### src/rtl/ppt_pkg.sv
`default_nettype none
package ppt_pkg;

    localparam int ELEM_W    = 32;
    localparam int MAT_N     = 16;
    localparam int ROWS      = 3;
    localparam int TERMS     = 4;
    localparam int PROD_W    = 64;
    localparam int SUM_W     = 66;
    localparam int MAG_W     = 64;
    localparam int FRAC_W    = 16;
    localparam int NLO_W     = 17;
    localparam int Q_W       = 33;
    localparam int DIV_STEPS = 33;
    localparam int CFG_W     = 64;
    localparam int CFG_WORDS = 8;
    localparam int CFG_IDX_W = 3;

    localparam logic [ELEM_W-1:0] SAT_POS = 32'h7FFF_FFFF;
    localparam logic [ELEM_W-1:0] SAT_NEG = 32'h8000_0000;

    // identity matrix, two elements per word
    localparam logic [CFG_W-1:0] MAT_RESET [CFG_WORDS] = '{
        64'h0000_0000_0001_0000, 64'h0000_0000_0000_0000,
        64'h0001_0000_0000_0000, 64'h0000_0000_0000_0000,
        64'h0000_0000_0000_0000, 64'h0000_0000_0001_0000,
        64'h0000_0000_0000_0000, 64'h0001_0000_0000_0000
    };

    typedef logic [MAT_N-1:0][ELEM_W-1:0] matrix_t;

    // classified request handed from the front to the divider
    typedef struct packed {
        logic [ROWS-1:0][MAG_W-1:0] nmag;
        logic [ROWS-1:0]            nneg;
        logic [ROWS-1:0]            rneg;
        logic [ROWS-1:0]            big;
        logic [MAG_W-1:0]           dmag;
        logic                       wz;
    } entry_t;

    typedef struct packed {
        logic [ROWS-1:0] nneg;
        logic [ROWS-1:0] rneg;
        logic [ROWS-1:0] big;
        logic            wz;
    } flags_t;

endpackage
`default_nettype wire

### src/rtl/ppt_queue.sv
`default_nettype none
module ppt_queue #(
    parameter int DEPTH = 8
) (
    input  wire logic            clk,
    input  wire logic            rst_n,
    input  wire logic            push,
    input  wire ppt_pkg::entry_t wdata,
    input  wire logic            pop,
    output ppt_pkg::entry_t      rdata,
    output logic                 not_empty
);
    import ppt_pkg::*;

    localparam int PTR_W = $clog2(DEPTH);
    localparam int CNT_W = $clog2(DEPTH + 1);

    entry_t           mem [DEPTH];
    logic [PTR_W-1:0] wr_reg, wr_next, rd_reg, rd_next;
    logic [CNT_W-1:0] cnt_reg, cnt_next;

    // pointer wrap
    always_comb
    begin
        wr_next  = (wr_reg == PTR_W'(DEPTH - 1)) ? '0 : wr_reg + 1'b1;
        rd_next  = (rd_reg == PTR_W'(DEPTH - 1)) ? '0 : rd_reg + 1'b1;
        cnt_next = cnt_reg + CNT_W'(push) - CNT_W'(pop);
    end

    always_ff @(posedge clk or negedge rst_n)
    begin
        if (!rst_n)
        begin
            wr_reg  <= '0;
            rd_reg  <= '0;
            cnt_reg <= '0;
        end
        else
        begin
            if (push)
            begin
                wr_reg <= wr_next;
            end
            if (pop)
            begin
                rd_reg <= rd_next;
            end
            cnt_reg <= cnt_next;
        end
    end

    // storage
    always_ff @(posedge clk)
    begin
        if (push)
        begin
            mem[wr_reg] <= wdata;
        end
    end

    assign rdata     = mem[rd_reg];
    assign not_empty = (cnt_reg != '0);

endmodule
`default_nettype wire

### config.mk
export PLATFORM = sky130hd
export DESIGN_NAME = ppt_queue
export DESIGN_NICKNAME = d
export VERILOG_FILES = /design/src/rtl/ppt_pkg.sv /design/src/rtl/ppt_queue.sv
export SDC_FILE = /design/constraint.sdc
export NUM_CORES = 2
export LEC_CHECK = 0
export BUFFER_PORTS_ARGS = -buffer_cell sky130_fd_sc_hd__buf_2
export CORE_UTILIZATION = 54
export DETAILED_ROUTE_END_ITERATION = 16
export PLACE_DENSITY_LB_ADDON = 0.3
export SETUP_SLACK_MARGIN = 0.4
export SLEW_MARGIN = 20
export SYNTH_ARGS = -nofsm -noshare
export SYNTH_HDL_FRONTEND = slang
export SYNTH_SLANG_ARGS = --single-unit
### constraint.sdc
create_clock -name clk -period 20.1 [get_ports clk]
set_input_delay 0 -clock clk [delete_from_list [all_inputs] [get_ports clk]]
set_output_delay 0 -clock clk [all_outputs]
set_load 0.02 [all_outputs]
==> flow_metrics.py <==
metrics = {
    "clock_network": {
        "cts_max_level": 4,
        "cts_root_buf": "clkbuf_16",
        "numClockSinks": 2138,
        "cts_tree": "yes",
        "ctsResizeCount": 0,
        "worstSkewPairLatency_ns": 0.82,
        "clockBufferDepth": 3,
        "clk_transition_reported_paths_ns": 0.06,
        "cts_made_buffers": 207,
    },
    "power": {
        "p_leak_nw": 33.1,
        "finalPower_mw": 13.9,
        "powerDensity_nw_per_um2": 143,
        "irDropWorstVdd_uv": 149,
    },
    "sta": {
        "finalHoldViolations": 0,
        "slew_viol_final": 0,
        "rsz0062_at_grt": "false",
        "skew_ns": 0.0524,
        "post-route-min-period_ns": 6.77,
        "setup_tns_ns": 0,
        "setup_violations": 0,
        "final.period_utilization_pct": 33.7,
        "hold_slack_ns": 0.0625,
        "tightest_slew_ns": 1.32,
        "fmax_ghz": 0.148,
        "max_slew_margin_pct": 12.3,
    },
    "job": {
        "drv_cap": 0,
    },
    "finish": {
        "area_growth_syn_to_layout_pct": 20.2,
        "largest_reg_flops": 2128,
        "fin_nets": 5115,
        "layout_commonest_cell": "edfxtp_1",
        "final_cell_mix": "edfxtp_1 (2128), nand2_1 (801), buf_2 (536)",
        "drive_gt1_share_pct": 28.2,
    },
    "synth": {
        "synth_cell_types": 23,
        "synth.top_cells.by_area": "edfxtp_1 (79%), mux4_2 (15%), nand2_1 (3.7%)",
        "ys_warn_count": 0,
        "synth-seq-area-share_pct": 79.7,
        "syn_inst": 3692,
        "netlist_area_um2": 80500,
        "synth_fp_nets": 3972,
        "ys_ff_latch": 2138,
        "synth_top_area_share_pct": 79.4,
        "yosysTopAreaCell": "edfxtp_1",
        "syn_avg_cell_area_um2": 21.8,
    },
    "global_route": {
        "busiest_layer": "met2",
        "grt_pass1_wl_mm": 261,
        "grt-ovfl-total": 0,
        "met3_usage_pct": 5.53,
        "global_route.usage.total_pct": 23.3,
        "grt_max_degree": 152,
        "antenna_found_initial": 17,
        "met2_usage_pct": 37.4,
        "grt_pass1_vias": 41884,
        "use_met1_pct": 32.1,
    },
    "worst_setup_path": {
        "worstSetupEndpointType": "output pin",
        "path_class": "flop to output pin",
        "critPathArrivalTime_ns": 6.77,
        "crit_required_ns": 20.10,
        "cp_max_fo": 100,
        "critPathLaunchType": "flop",
    },
    "drt": {
        "avgViaCountPerCell": 5.74,
        "drc": 0,
        "drt-wirelength-per-cell_um": 25.1,
        "ant_nets": 0,
        "vias": 39870,
        "dr.first_iter.drc_count": 3015,
        "wirelength_mm": 174,
        "first_pass_iters": 5,
    },
    "floorplanning": {
        "rows": 141,
        "initial_core_util_pct": 54.4,
        "die_h_um": 388,
        "coreArea_um2": 148000,
        "ios": 537,
        "die_w_um": 388,
        "die-area_um2": 151000,
    },
    "run_status": {
        "outcome": "finished clean",
    },
    "placed_design": {
        "gp_congestion": 0.733,
        "post-dp-hpwl_mm": 88.7,
        "io_buffers": 536,
    },
    "hold_path": {
        "hold_class": "primary input to flop",
    },
}
==> power breakdown <==
group,internal [mW],switching (mW)
Clock,2.02,1.60
Sequential,5.58,0.179
Combinational,1.73,2.75
Total,9.33,4.53
==> worst paths after layout <==
kind	start	to	slack (ns)	depth (start not counted)
max	rd_reg[0]	rdata[115]	13.33	10
min	wdata[207]	mem[2][207]	0.06	2
max reg2reg	wr_reg[0]	mem[7][144]	15.78	5
min reg2reg	wr_reg[2]	wr_reg[2]	0.56	1
max in group asynchronous	rst_n	rd_reg[1]	19.55	3
min in group asynchronous	rst_n	cnt_reg[0]	0.19	3
==> area by class of cell <==
class | count | area, um2
antenna | 12 | 30.0
clock buffer | 259 | 5500
clock inverter | 115 | 797
fill | 9611 | 51100
inverter | 8 | 37.5
multi-input combinational | 1368 | 15300
sequential | 2138 | 64200
tap | 1930 | 2410
timing repair buffer | 1112 | 8490
==> metal layers <==
metal | share of wire [%] | up-vias
met3 | 7.7 | 285
met5 | 0.065 | -
met2 | 49 | 1367
met4 | 2.6 | 18
met1 | 41 | 20956
li1 | - | 17244
==> synth_stat cells <==
cell type,instances
a21o_1,1
a21oi_1,1
buf_1,22
buf_2,31
buf_4,28
buf_6,30
clkbuf_1,67
clkinv_1,1
dfrtp_1,10
edfxtp_1,2128
fa_1,1
ha_1,9
inv_1,7
mux2_2,4
mux4_2,532
nand2_1,801
nand2b_1,2
nand3_1,1
nand3b_1,2
nor2_1,8
nor3_1,2
o21ai_0,2
xor2_1,2
==> cell families after synthesis <==
family | synth area share, %
muxes | 14.9
buffers and inverters | 1.33
adders and majority gates | 0.165
xor gates and xnor gates | 0.0218
DFF | 79.7
AOI/OAI and AO/OA | 0.0280
and+or+nand+nor | 3.83
==> critical path, stage by stage, from the launching register on <==
cell and delay [ns]:
dfrtp_4 0.86, buf_4 0.78, buf_12 0.69, buf_4 0.81, buf_4 0.81, buf_4 0.49
buf_16 0.31, mux4_2 0.53, nand2_1 0.08, nand2_1 0.14, buf_2 0.19
==> through the flow <==
step	instance area [um2]	utilization [%]	std cells	setup slack [ns]
floorplan	80500	-	3692	0.419
global placement	85200	57.6	6035	13.66
detailed placement	85200	57.6	6035	13.60
CTS	96700	65.4	6929	12.69
global route	96800	65.4	6937	12.60
finish	96800	65.5	6942	13.33
==> timing repair <==
action                                  CTS  global route
endpoints found under the hold margin  2151             0
setup endpoints to repair                 0             0
buffers inserted                          0             0
hold buffers                            520             0
(Power assumes the default switching activity.)
